[config.mk]
export PLATFORM = sky130hd
export DESIGN_NAME = fasta_record_indexer_flat
export DESIGN_NICKNAME = d
export VERILOG_FILES = /design/src/sv/fri_pkg.sv /design/src/sv/fri_if.sv /design/src/sv/fasta_record_indexer.sv /design/src/sv/fri_front.sv /design/src/sv/fri_queue.sv /design/src/sv/fri_back.sv /design/src/flat_wrapper.sv
export SDC_FILE = /design/constraint.sdc
export NUM_CORES = 1
export LEC_CHECK = 0
export ABC_CLOCK_PERIOD_IN_PS = 28400
export BUFFER_PORTS_ARGS = -buffer_cell sky130_fd_sc_hd__buf_2
export CAP_MARGIN = 10
export CORE_MARGIN = 2
export CORE_UTILIZATION = 39
export DETAILED_ROUTE_END_ITERATION = 8
export PLACE_DENSITY = 0.58
export SLEW_MARGIN = 20
export SYNTH_ARGS = -nofsm -noshare
export SYNTH_HDL_FRONTEND = slang
export SYNTH_HIERARCHICAL = 1
export SYNTH_SLANG_ARGS = --single-unit
[constraint.sdc]
create_clock -name clock -period 28.4 [get_ports clock]
set_input_delay 5.68 -clock clock [delete_from_list [all_inputs] [get_ports clock]]
set_output_delay 5.68 -clock clock [all_outputs]
set_load 0.02 [all_outputs]
[src/sv/fri_pkg.sv]
// ----------------------------------------------------------------------------
// FASTA record indexer package
// Shared constants, byte codes, operation and line-kind types for the
// record indexer front end, queue and back end.
// ----------------------------------------------------------------------------
package fri_pkg;

   // Width of the internal offset and length counters. They wrap at this width.
   localparam int COUNT_WIDTH = 32;

   // Width of every numeric result field.
   localparam int OUT_WIDTH = 32;

   // Decoupling queue between front and back end.
   localparam int QUEUE_DEPTH     = 2;
   localparam int QUEUE_PTR_WIDTH = $clog2(QUEUE_DEPTH);
   localparam int QUEUE_CNT_WIDTH = $clog2(QUEUE_DEPTH + 1);

   // Input action codes.
   localparam logic ACTION_BYTE = 1'b0;
   localparam logic ACTION_END  = 1'b1;

   // Byte values that steer line classification.
   localparam logic [7:0] CHAR_NEWLINE = 8'd10;
   localparam logic [7:0] CHAR_GT      = 8'h3E;
   localparam logic [7:0] CHAR_AT      = 8'h40;
   localparam logic [7:0] CHAR_SEMI    = 8'h3B;
   localparam logic [7:0] CHAR_PLUS    = 8'h2B;
   localparam logic [7:0] CHAR_SPACE   = 8'h20;

   typedef logic [COUNT_WIDTH-1:0] count_type;

   // Operation handed from the front end to the back end.
   typedef enum logic [2:0] {
      OP_SEQ_BYTE,
      OP_SKIP_BYTE,
      OP_HEAD_BYTE,
      OP_NEWLINE,
      OP_END
   } op_type;

   // Class of the line being scanned.
   typedef enum logic [1:0] {
      KIND_SEQ,
      KIND_SKIP,
      KIND_HEAD
   } kind_type;

   // One queue entry.
   typedef struct packed {
      op_type op;
   } item_type;

endpackage

[src/sv/fri_if.sv]
// ----------------------------------------------------------------------------
// FASTA record indexer channels
// Valid/ready channels for the byte stream and for the index records.
// ----------------------------------------------------------------------------
interface fri_req_if;
   logic       valid;
   logic       ready;
   logic       action;
   logic [7:0] byte_value;

   modport source (output valid, output action, output byte_value, input ready);
   modport sink (input valid, input action, input byte_value, output ready);
endinterface

interface fri_rsp_if;
   logic        valid;
   logic        ready;
   logic [31:0] record_number;
   logic [31:0] header_start;
   logic [31:0] sequence_offset;
   logic [31:0] sequence_length;
   logic [31:0] widest_line;
   logic        final_record;

   modport source (
      output valid, output record_number, output header_start,
      output sequence_offset, output sequence_length, output widest_line,
      output final_record, input ready
   );
   modport sink (
      input valid, input record_number, input header_start,
      input sequence_offset, input sequence_length, input widest_line,
      input final_record, output ready
   );
endinterface

[src/sv/fasta_record_indexer.sv]
// A record passes through the queue and the output register before it is valid on the result channel.
// The block takes one byte or end marker per cycle while the queue has room.
// A two-entry queue between classifier and back end absorbs result back-pressure.
// Reset is synchronous and active high; it empties the queue and output register
// and clears all line and record state, so the next beat starts a new file.
// ----------------------------------------------------------------------------
// FASTA record indexer
// Builds index records (header offset, sequence offset, length and widest
// line) from a FASTA/FASTQ byte stream.
// ----------------------------------------------------------------------------
module fasta_record_indexer (
   input  logic        clock,
   input  logic        reset,
   fri_req_if.sink     req_bus,
   fri_rsp_if.source   rsp_bus
);

   logic              push_valid;
   logic              push_ready;
   fri_pkg::item_type push_item;
   logic              pop_valid;
   logic              pop_ready;
   fri_pkg::item_type pop_item;

   // Byte classification.
   fri_front u_front (
      .req_bus    (req_bus),
      .push_valid (push_valid),
      .push_item  (push_item),
      .push_ready (push_ready)
   );

   // Decoupling queue.
   fri_queue u_queue (
      .clock      (clock),
      .reset      (reset),
      .push_valid (push_valid),
      .push_item  (push_item),
      .push_ready (push_ready),
      .pop_valid  (pop_valid),
      .pop_item   (pop_item),
      .pop_ready  (pop_ready)
   );

   // Record builder and output register.
   fri_back u_back (
      .clock     (clock),
      .reset     (reset),
      .pop_valid (pop_valid),
      .pop_item  (pop_item),
      .pop_ready (pop_ready),
      .rsp_bus   (rsp_bus)
   );

endmodule

[src/sv/fri_front.sv]
// ----------------------------------------------------------------------------
// FASTA record indexer front end
// Accepts input beats and classifies each byte into a back-end operation.
// ----------------------------------------------------------------------------
module fri_front (
   fri_req_if.sink               req_bus,
   output logic                  push_valid,
   output fri_pkg::item_type     push_item,
   input  logic                  push_ready
);

   // A beat is taken whenever the queue has room.
   assign req_bus.ready = push_ready;
   assign push_valid    = req_bus.valid;

   // Classify the byte. The class only matters when it opens a line.
   always_comb begin
      push_item.op = fri_pkg::OP_SEQ_BYTE;
      if (req_bus.action == fri_pkg::ACTION_END) begin
         push_item.op = fri_pkg::OP_END;
      end else if (req_bus.byte_value == fri_pkg::CHAR_NEWLINE) begin
         push_item.op = fri_pkg::OP_NEWLINE;
      end else if (req_bus.byte_value inside {fri_pkg::CHAR_GT, fri_pkg::CHAR_AT}) begin
         push_item.op = fri_pkg::OP_HEAD_BYTE;
      end else if (req_bus.byte_value inside
                   {fri_pkg::CHAR_SEMI, fri_pkg::CHAR_PLUS, fri_pkg::CHAR_SPACE}) begin
         push_item.op = fri_pkg::OP_SKIP_BYTE;
      end
   end

endmodule

[src/sv/fri_queue.sv]
// ----------------------------------------------------------------------------
// FASTA record indexer queue
// Short FIFO of classified operations between the front and back end.
// ----------------------------------------------------------------------------
module fri_queue (
   input  logic              clock,
   input  logic              reset,
   input  logic              push_valid,
   input  fri_pkg::item_type push_item,
   output logic              push_ready,
   output logic              pop_valid,
   output fri_pkg::item_type pop_item,
   input  logic              pop_ready
);

   fri_pkg::item_type                     entry_ff [fri_pkg::QUEUE_DEPTH];
   logic [fri_pkg::QUEUE_PTR_WIDTH-1:0]   wr_ptr_ff, wr_ptr_in;
   logic [fri_pkg::QUEUE_PTR_WIDTH-1:0]   rd_ptr_ff, rd_ptr_in;
   logic [fri_pkg::QUEUE_CNT_WIDTH-1:0]   count_ff, count_in;
   logic                                  push_fire;
   logic                                  pop_fire;

   assign push_ready = (count_ff != fri_pkg::QUEUE_CNT_WIDTH'(fri_pkg::QUEUE_DEPTH));
   assign pop_valid  = (count_ff != '0);
   assign pop_item   = entry_ff[rd_ptr_ff];
   assign push_fire  = push_valid && push_ready;
   assign pop_fire   = pop_valid && pop_ready;

   // Pointer and fill count update; pointers wrap around the depth.
   always_comb begin
      wr_ptr_in = wr_ptr_ff;
      rd_ptr_in = rd_ptr_ff;
      count_in  = count_ff;
      if (push_fire) begin
         wr_ptr_in = (wr_ptr_ff == fri_pkg::QUEUE_PTR_WIDTH'(fri_pkg::QUEUE_DEPTH - 1)) ?
                     '0 : wr_ptr_ff + 1'b1;
      end
      if (pop_fire) begin
         rd_ptr_in = (rd_ptr_ff == fri_pkg::QUEUE_PTR_WIDTH'(fri_pkg::QUEUE_DEPTH - 1)) ?
                     '0 : rd_ptr_ff + 1'b1;
      end
      if (push_fire && !pop_fire) begin
         count_in = count_ff + 1'b1;
      end else if (pop_fire && !push_fire) begin
         count_in = count_ff - 1'b1;
      end
   end

   always_ff @(posedge clock) begin
      if (reset) begin
         wr_ptr_ff <= '0;
         rd_ptr_ff <= '0;
         count_ff  <= '0;
      end else begin
         wr_ptr_ff <= wr_ptr_in;
         rd_ptr_ff <= rd_ptr_in;
         count_ff  <= count_in;
      end
   end

   // Entry storage needs no reset.
   always_ff @(posedge clock) begin
      if (push_fire) begin
         entry_ff[wr_ptr_ff] <= push_item;
      end
   end

endmodule

[src/sv/fri_back.sv]
// ----------------------------------------------------------------------------
// FASTA record indexer back end
// Tracks line and record state, builds index records and holds the output
// register of the result channel.
// ----------------------------------------------------------------------------
module fri_back (
   input  logic              clock,
   input  logic              reset,
   input  logic              pop_valid,
   input  fri_pkg::item_type pop_item,
   output logic              pop_ready,
   fri_rsp_if.source         rsp_bus
);

   fri_pkg::count_type line_start_ff, line_start_in;
   fri_pkg::count_type line_length_ff, line_length_in;
   logic               in_line_ff, in_line_in;
   fri_pkg::kind_type  line_kind_ff, line_kind_in;
   logic               header_seen_ff, header_seen_in;
   fri_pkg::count_type head_off_ff, head_off_in;
   fri_pkg::count_type seq_off_ff, seq_off_in;
   fri_pkg::count_type seq_len_ff, seq_len_in;
   fri_pkg::count_type widest_ff, widest_in;
   fri_pkg::count_type records_ff, records_in;

   logic               out_valid_ff, out_valid_in;
   logic [31:0]        out_number_ff, out_number_in;
   logic [31:0]        out_head_ff, out_head_in;
   logic [31:0]        out_seq_off_ff, out_seq_off_in;
   logic [31:0]        out_seq_len_ff, out_seq_len_in;
   logic [31:0]        out_widest_ff, out_widest_in;
   logic               out_final_ff, out_final_in;

   fri_pkg::count_type len_eff;
   fri_pkg::kind_type  kind_eff;
   fri_pkg::count_type next_start;
   fri_pkg::count_type fl_seq_off;
   fri_pkg::count_type fl_seq_len;
   fri_pkg::count_type fl_widest;
   fri_pkg::count_type end_seq_off;
   fri_pkg::count_type end_seq_len;
   fri_pkg::count_type end_widest;
   logic               pop_fire;
   logic               emit;

   // The back end advances whenever the output register is free or draining.
   assign pop_ready = !out_valid_ff || rsp_bus.ready;
   assign pop_fire  = pop_valid && pop_ready;

   // Record values as they stand once the current line is finished.
   always_comb begin
      len_eff    = in_line_ff ? line_length_ff : '0;
      kind_eff   = in_line_ff ? line_kind_ff : fri_pkg::KIND_SKIP;
      next_start = line_start_ff + len_eff + fri_pkg::COUNT_WIDTH'(1);
      fl_seq_off = seq_off_ff;
      fl_seq_len = seq_len_ff;
      fl_widest  = widest_ff;
      case (kind_eff)
         fri_pkg::KIND_HEAD: begin
            fl_seq_off = next_start;
         end
         fri_pkg::KIND_SKIP: begin
            if (seq_len_ff == '0) begin
               fl_seq_off = next_start;
            end
         end
         default: begin
            fl_seq_len = seq_len_ff + len_eff;
            if (len_eff > widest_ff) begin
               fl_widest = len_eff;
            end
         end
      endcase
      // At the end marker a line is finished only when one is open.
      end_seq_off = in_line_ff ? fl_seq_off : seq_off_ff;
      end_seq_len = in_line_ff ? fl_seq_len : seq_len_ff;
      end_widest  = in_line_ff ? fl_widest : widest_ff;
   end

   // State update for the operation at the queue head.
   always_comb begin
      line_start_in  = line_start_ff;
      line_length_in = line_length_ff;
      in_line_in     = in_line_ff;
      line_kind_in   = line_kind_ff;
      header_seen_in = header_seen_ff;
      head_off_in    = head_off_ff;
      seq_off_in     = seq_off_ff;
      seq_len_in     = seq_len_ff;
      widest_in      = widest_ff;
      records_in     = records_ff;
      emit           = 1'b0;
      out_number_in  = out_number_ff;
      out_head_in    = out_head_ff;
      out_seq_off_in = out_seq_off_ff;
      out_seq_len_in = out_seq_len_ff;
      out_widest_in  = out_widest_ff;
      out_final_in   = out_final_ff;

      if (pop_fire) begin
         case (pop_item.op)
            fri_pkg::OP_NEWLINE: begin
               line_start_in  = next_start;
               line_length_in = '0;
               in_line_in     = 1'b0;
               line_kind_in   = fri_pkg::KIND_SEQ;
               seq_off_in     = fl_seq_off;
               seq_len_in     = fl_seq_len;
               widest_in      = fl_widest;
            end
            fri_pkg::OP_END: begin
               if (end_seq_off != '0) begin
                  emit           = 1'b1;
                  out_number_in  = 32'(records_ff);
                  out_head_in    = 32'(head_off_ff);
                  out_seq_off_in = 32'(end_seq_off);
                  out_seq_len_in = 32'(end_seq_len);
                  out_widest_in  = 32'(end_widest);
                  out_final_in   = 1'b1;
               end
               // All line and record state returns to its reset value for the next file.
               line_start_in  = '0;
               line_length_in = '0;
               in_line_in     = 1'b0;
               line_kind_in   = fri_pkg::KIND_SEQ;
               header_seen_in = 1'b0;
               head_off_in    = '0;
               seq_off_in     = '0;
               seq_len_in     = '0;
               widest_in      = '0;
               records_in     = '0;
            end
            default: begin
               // An ordinary byte; the first one of a line sets its class.
               if (!in_line_ff) begin
                  in_line_in = 1'b1;
                  if (pop_item.op == fri_pkg::OP_HEAD_BYTE) begin
                     line_kind_in = fri_pkg::KIND_HEAD;
                     if (header_seen_ff) begin
                        emit           = 1'b1;
                        out_number_in  = 32'(records_ff);
                        out_head_in    = 32'(head_off_ff);
                        out_seq_off_in = 32'(seq_off_ff);
                        out_seq_len_in = 32'(seq_len_ff);
                        out_widest_in  = 32'(widest_ff);
                        out_final_in   = 1'b0;
                        records_in     = records_ff + fri_pkg::COUNT_WIDTH'(1);
                     end
                     header_seen_in = 1'b1;
                     head_off_in    = line_start_ff;
                     seq_off_in     = '0;
                     seq_len_in     = '0;
                     widest_in      = '0;
                  end else if (pop_item.op == fri_pkg::OP_SKIP_BYTE) begin
                     line_kind_in = fri_pkg::KIND_SKIP;
                  end else begin
                     line_kind_in = fri_pkg::KIND_SEQ;
                  end
               end
               line_length_in = line_length_ff + fri_pkg::COUNT_WIDTH'(1);
            end
         endcase
      end

      // The output register fills on a new record and empties on a taken beat.
      if (emit) begin
         out_valid_in = 1'b1;
      end else if (rsp_bus.ready) begin
         out_valid_in = 1'b0;
      end else begin
         out_valid_in = out_valid_ff;
      end
   end

   // Control and record state.
   always_ff @(posedge clock) begin
      if (reset) begin
         line_start_ff  <= '0;
         line_length_ff <= '0;
         in_line_ff     <= 1'b0;
         line_kind_ff   <= fri_pkg::KIND_SEQ;
         header_seen_ff <= 1'b0;
         head_off_ff    <= '0;
         seq_off_ff     <= '0;
         seq_len_ff     <= '0;
         widest_ff      <= '0;
         records_ff     <= '0;
         out_valid_ff   <= 1'b0;
      end else begin
         line_start_ff  <= line_start_in;
         line_length_ff <= line_length_in;
         in_line_ff     <= in_line_in;
         line_kind_ff   <= line_kind_in;
         header_seen_ff <= header_seen_in;
         head_off_ff    <= head_off_in;
         seq_off_ff     <= seq_off_in;
         seq_len_ff     <= seq_len_in;
         widest_ff      <= widest_in;
         records_ff     <= records_in;
         out_valid_ff   <= out_valid_in;
      end
   end

   // Output payload register.
   always_ff @(posedge clock) begin
      out_number_ff  <= out_number_in;
      out_head_ff    <= out_head_in;
      out_seq_off_ff <= out_seq_off_in;
      out_seq_len_ff <= out_seq_len_in;
      out_widest_ff  <= out_widest_in;
      out_final_ff   <= out_final_in;
   end

   assign rsp_bus.valid           = out_valid_ff;
   assign rsp_bus.record_number   = out_number_ff;
   assign rsp_bus.header_start    = out_head_ff;
   assign rsp_bus.sequence_offset = out_seq_off_ff;
   assign rsp_bus.sequence_length = out_seq_len_ff;
   assign rsp_bus.widest_line     = out_widest_ff;
   assign rsp_bus.final_record    = out_final_ff;

endmodule

[src/flat_wrapper.sv]
// flat-port wrapper written by rule: the top's interface ports become plain ports
module fasta_record_indexer_flat 
  (clock, reset, req_bus_valid, req_bus_action, req_bus_byte_value, req_bus_ready, rsp_bus_valid, rsp_bus_record_number, rsp_bus_header_start, rsp_bus_sequence_offset, rsp_bus_sequence_length, rsp_bus_widest_line, rsp_bus_final_record, rsp_bus_ready);
  fri_req_if req_bus_i ();
  fri_rsp_if rsp_bus_i ();
  input  logic clock;
  input  logic reset;
  input wire logic [$bits(req_bus_i.valid)-1:0] req_bus_valid;
  input wire logic [$bits(req_bus_i.action)-1:0] req_bus_action;
  input wire logic [$bits(req_bus_i.byte_value)-1:0] req_bus_byte_value;
  output wire logic [$bits(req_bus_i.ready)-1:0] req_bus_ready;
  output wire logic [$bits(rsp_bus_i.valid)-1:0] rsp_bus_valid;
  output wire logic [$bits(rsp_bus_i.record_number)-1:0] rsp_bus_record_number;
  output wire logic [$bits(rsp_bus_i.header_start)-1:0] rsp_bus_header_start;
  output wire logic [$bits(rsp_bus_i.sequence_offset)-1:0] rsp_bus_sequence_offset;
  output wire logic [$bits(rsp_bus_i.sequence_length)-1:0] rsp_bus_sequence_length;
  output wire logic [$bits(rsp_bus_i.widest_line)-1:0] rsp_bus_widest_line;
  output wire logic [$bits(rsp_bus_i.final_record)-1:0] rsp_bus_final_record;
  input wire logic [$bits(rsp_bus_i.ready)-1:0] rsp_bus_ready;
  assign req_bus_i.valid = req_bus_valid;
  assign req_bus_i.action = req_bus_action;
  assign req_bus_i.byte_value = req_bus_byte_value;
  assign req_bus_ready = req_bus_i.ready;
  assign rsp_bus_valid = rsp_bus_i.valid;
  assign rsp_bus_record_number = rsp_bus_i.record_number;
  assign rsp_bus_header_start = rsp_bus_i.header_start;
  assign rsp_bus_sequence_offset = rsp_bus_i.sequence_offset;
  assign rsp_bus_sequence_length = rsp_bus_i.sequence_length;
  assign rsp_bus_widest_line = rsp_bus_i.widest_line;
  assign rsp_bus_final_record = rsp_bus_i.final_record;
  assign rsp_bus_i.ready = rsp_bus_ready;
  fasta_record_indexer u_core (.clock(clock), .reset(reset), .req_bus(req_bus_i), .rsp_bus(rsp_bus_i));
endmodule
==> out/results.tsv <==
stage	metric	value	unit
global_routing	grt_start_max_net_pins	78	
yosys	yosys_register_bits	401	
yosys	synthTopCellsByCount	300 x nand2_1, 234 x dfxtp_1, 212 x nor2_1	
placed_design	hpwl	47100	um
global_routing	grt_overflow	0	
layout	multi_input_area	0.0114	mm^2
global_routing	track_usage	21.7	%
layout	layout-drive-gt1-share	13.8	%
setup_path	r2r-start	u_core/u_back/in_line_ff	
sta	min_period	8620	ps
cts	cts.clk_slew.worst_paths	60	ps
setup_path	startpoint_type	primary input	
die	die_h	242	um
cts	cts_root_buf	clkbuf_16	
yosys	synth.avg_cell_area	9.05	um^2
setup_path	path_max_fanout	77	
pwr	totalPowerFinal	1.47	mW
yosys	synth.top_cell.area_share	22.6	%
route	via_per_inst	5.67	
cts	cts_tree	done	
yosys	yosysMostFrequentCell	nand2_1	
sta	drv_slew	0	
die	dieWidth	242	um
yosys	synth-edff-count	167	
pwr	powerDensity	59.3	mW/mm^2
die	core_region_area	0.0563	mm^2
layout	fillCellCount	5439	
route	wl_per_cell	19.9	um
die	ios	176	
yosys	synth.area.top_cells	edfxtp_1 23%, dfxtp_1 21%, nand2_1 5.1%, o21ai_0 4.8%, xnor2_1 4.2%	
global_routing	grt_pass1_vias	17397	
yosys	synthCells	2448	
yosys	async_flop_share	0	%
die	dieArea	0.0588	mm^2
global_routing	antenna_found_initial	1	
sta	fmax	0.116	GHz
sta	rsz0062_at_grt	false	
sta	final.setup.tns	0	ps
sta	fin_crit_sh	30.3	%
hold_path	min_path_cells	0	
placed_design	gp_congestion	0.907	
setup_path	worstPathRequired	28610	ps
route	routed-via-count	18662	
route	drc_errors	0	
route	drtIter0Drc	1665	
status	status	finished, final reports clean	
yosys	yosys_most_used_dff	dfxtp_1	
hold_path	hold_start	u_core/u_back/head_off_ff[29]	
route	totalWireLength	65400	um
sta	tightest_slew	1110	ps
cts	cts_resized	0	
cts	cts_buffer_depth	3	
die	rows	87	
route	drt-pass1-iter-count	8	
flow_run	maxCapViolations	0	
cts	holdBufCountCts	0	
yosys	synth_fp_nets	2505	
yosys	yosys_warnings	6	
yosys	syn-cell-area	0.0222	mm^2
cts	clk_latency	600	ps
cts	cts_sinks	401	
setup_path	cp.arrival	8820	ps
setup_path	worstRegToRegCells	14	
layout	ff_latch_area	0.00970	mm^2
cts	htree_levels	2	
cts	cts_made_buffers	45	
cts	post-cts-setup-buffers	0	
global_routing	grt_first_pass_wirelength	101000	um
pwr	ir_worst_vdd	0.0580	mV
placed_design	portBuffers	175	
hold_path	hp-class	reg2reg	
setup_path	startpoint	rsp_bus_ready	
yosys	synth_area_leader_cell	edfxtp_1	
die	floorplan.initialDensity	39.4	%
sta	setup_viol	0	
layout	nNetsFinal	2555	
layout	area_delta_synth_final	11.7	%
pwr	p_leak	8.61	nW
sta	clock_skew	30.3	ps
setup_path	end_kind	flip-flop	
yosys	ys_seq_area_share	43.8	%
sta	hold_viol	0	
route	drtAntennaViolNets	0	
setup_path	path_class	in2reg	
yosys	synth.distinct_cells	104	
sta	maxSlewHeadroom	25.6	%
[placed cells by master, fill, tap and decap left out, types with 29 or more instances in the layout]
cell and count:
nand2_1 300, nor2_1 210, inv_1 60, xor2_1 77, nand3_1 64, a31oi_1 29, ha_1 44, a22oi_1 63
buf_2 175, and2_1 35, dfxtp_1 233, a22o_1 57, clkbuf_16 46, and3_1 29, a21oi_1 90, nor3_1 32
xnor2_1 106, edfxtp_1 167, o21ai_0 211, nand4_1 29
[kinds of logic after synthesis]
group / after synthesis / synth area share, %
buffers and inverters: 262 / 5.15
AO/OA/AOI/OAI: 651 / 19.8
AND/OR/NAND/NOR: 851 / 18.7
flip-flops: 401 / 43.8
adder cells (fa/ha/maj): 57 / 3.08
multiplexers: 38 / 1.86
XOR/XNOR: 188 / 7.71
[registers in the layout, indices dropped and copies added, names as in the netlist, 6 cells and up, named ones only]
register,flops
u_core/u_back/head_off_ff,32
u_core/u_back/line_length_ff,32
u_core/u_back/line_start_ff,32
u_core/u_back/records_ff,32
u_core/u_back/rsp_bus.header_start,32
u_core/u_back/rsp_bus.record_number,32
u_core/u_back/rsp_bus.sequence_length,32
u_core/u_back/rsp_bus.sequence_offset,32
u_core/u_back/rsp_bus.widest_line,32
u_core/u_back/seq_len_ff,32
u_core/u_back/seq_off_ff,32
u_core/u_back/widest_ff,32
u_core/u_queue/entry_ff,6
[report_power, final]
| part | total [mW] | leakage, nW | switching (mW) | internal [mW] |
|---|---|---|---|---|
| sequential | 0.641 | 3.34 | 0.0170 | 0.624 |
| combinational | 0.265 | 4.58 | 0.204 | 0.0609 |
| clock | 0.562 | 0.683 | 0.251 | 0.312 |
[layer usage]
metal	vias up	part of all wire, %	GRT usage (%)
li1	8933	-	-
met1	8997	47	30.5
met2	620	45	34.5
met3	112	5.6	3.08
met4	0	2.6	6.43
met5	-	0	0
[through the flow]
step / instances / area (um^2) / worst slack, ps / util [%] / hold slack [ps]
floorplan: 2448 / 22200 / 12960 / - / 409
global placement: 3207 / 23300 / 19260 / 41.4 / 422
detailed placement: 3207 / 23300 / 19180 / 41.4 / 418
CTS: 3290 / 24700 / 19770 / 44.0 / 417
global route: 3290 / 24700 / 19460 / 44.0 / 442
finish: 3291 / 24700 / 19780 / 44.0 / 421
[final timing paths]
check                                                               to  slack [ps]
worst min register to register  u_core/u_back/rsp_bus.header_start[29]         420
worst max register to register    u_core/u_back/rsp_bus.widest_line[3]       21440
worst max-delay path              u_core/u_back/rsp_bus.widest_line[3]       19780
worst min-delay path            u_core/u_back/rsp_bus.header_start[29]         420
[area by class of cell]
| class | count | area share [%] |
|---|---|---|
| multi-input combinational | 1785 | 45.9 |
| sequential | 401 | 39.2 |
| clock buffer | 56 | 4.96 |
| timing repair buffer | 198 | 4.24 |
| tap | 756 | 3.82 |
| inverter | 67 | 1.02 |
| clock inverter | 27 | 0.834 |
| antenna | 1 | 0.0101 |
[critical path, stage by stage]
cell,delay [ps]
buf_2,90
nand2b_1,220
nand2_1,270
a211o_1,340
buf_4,250
a21o_1,260
a31oi_4,760
buf_4,820
Note: power is estimated with default switching activity, not from simulation.
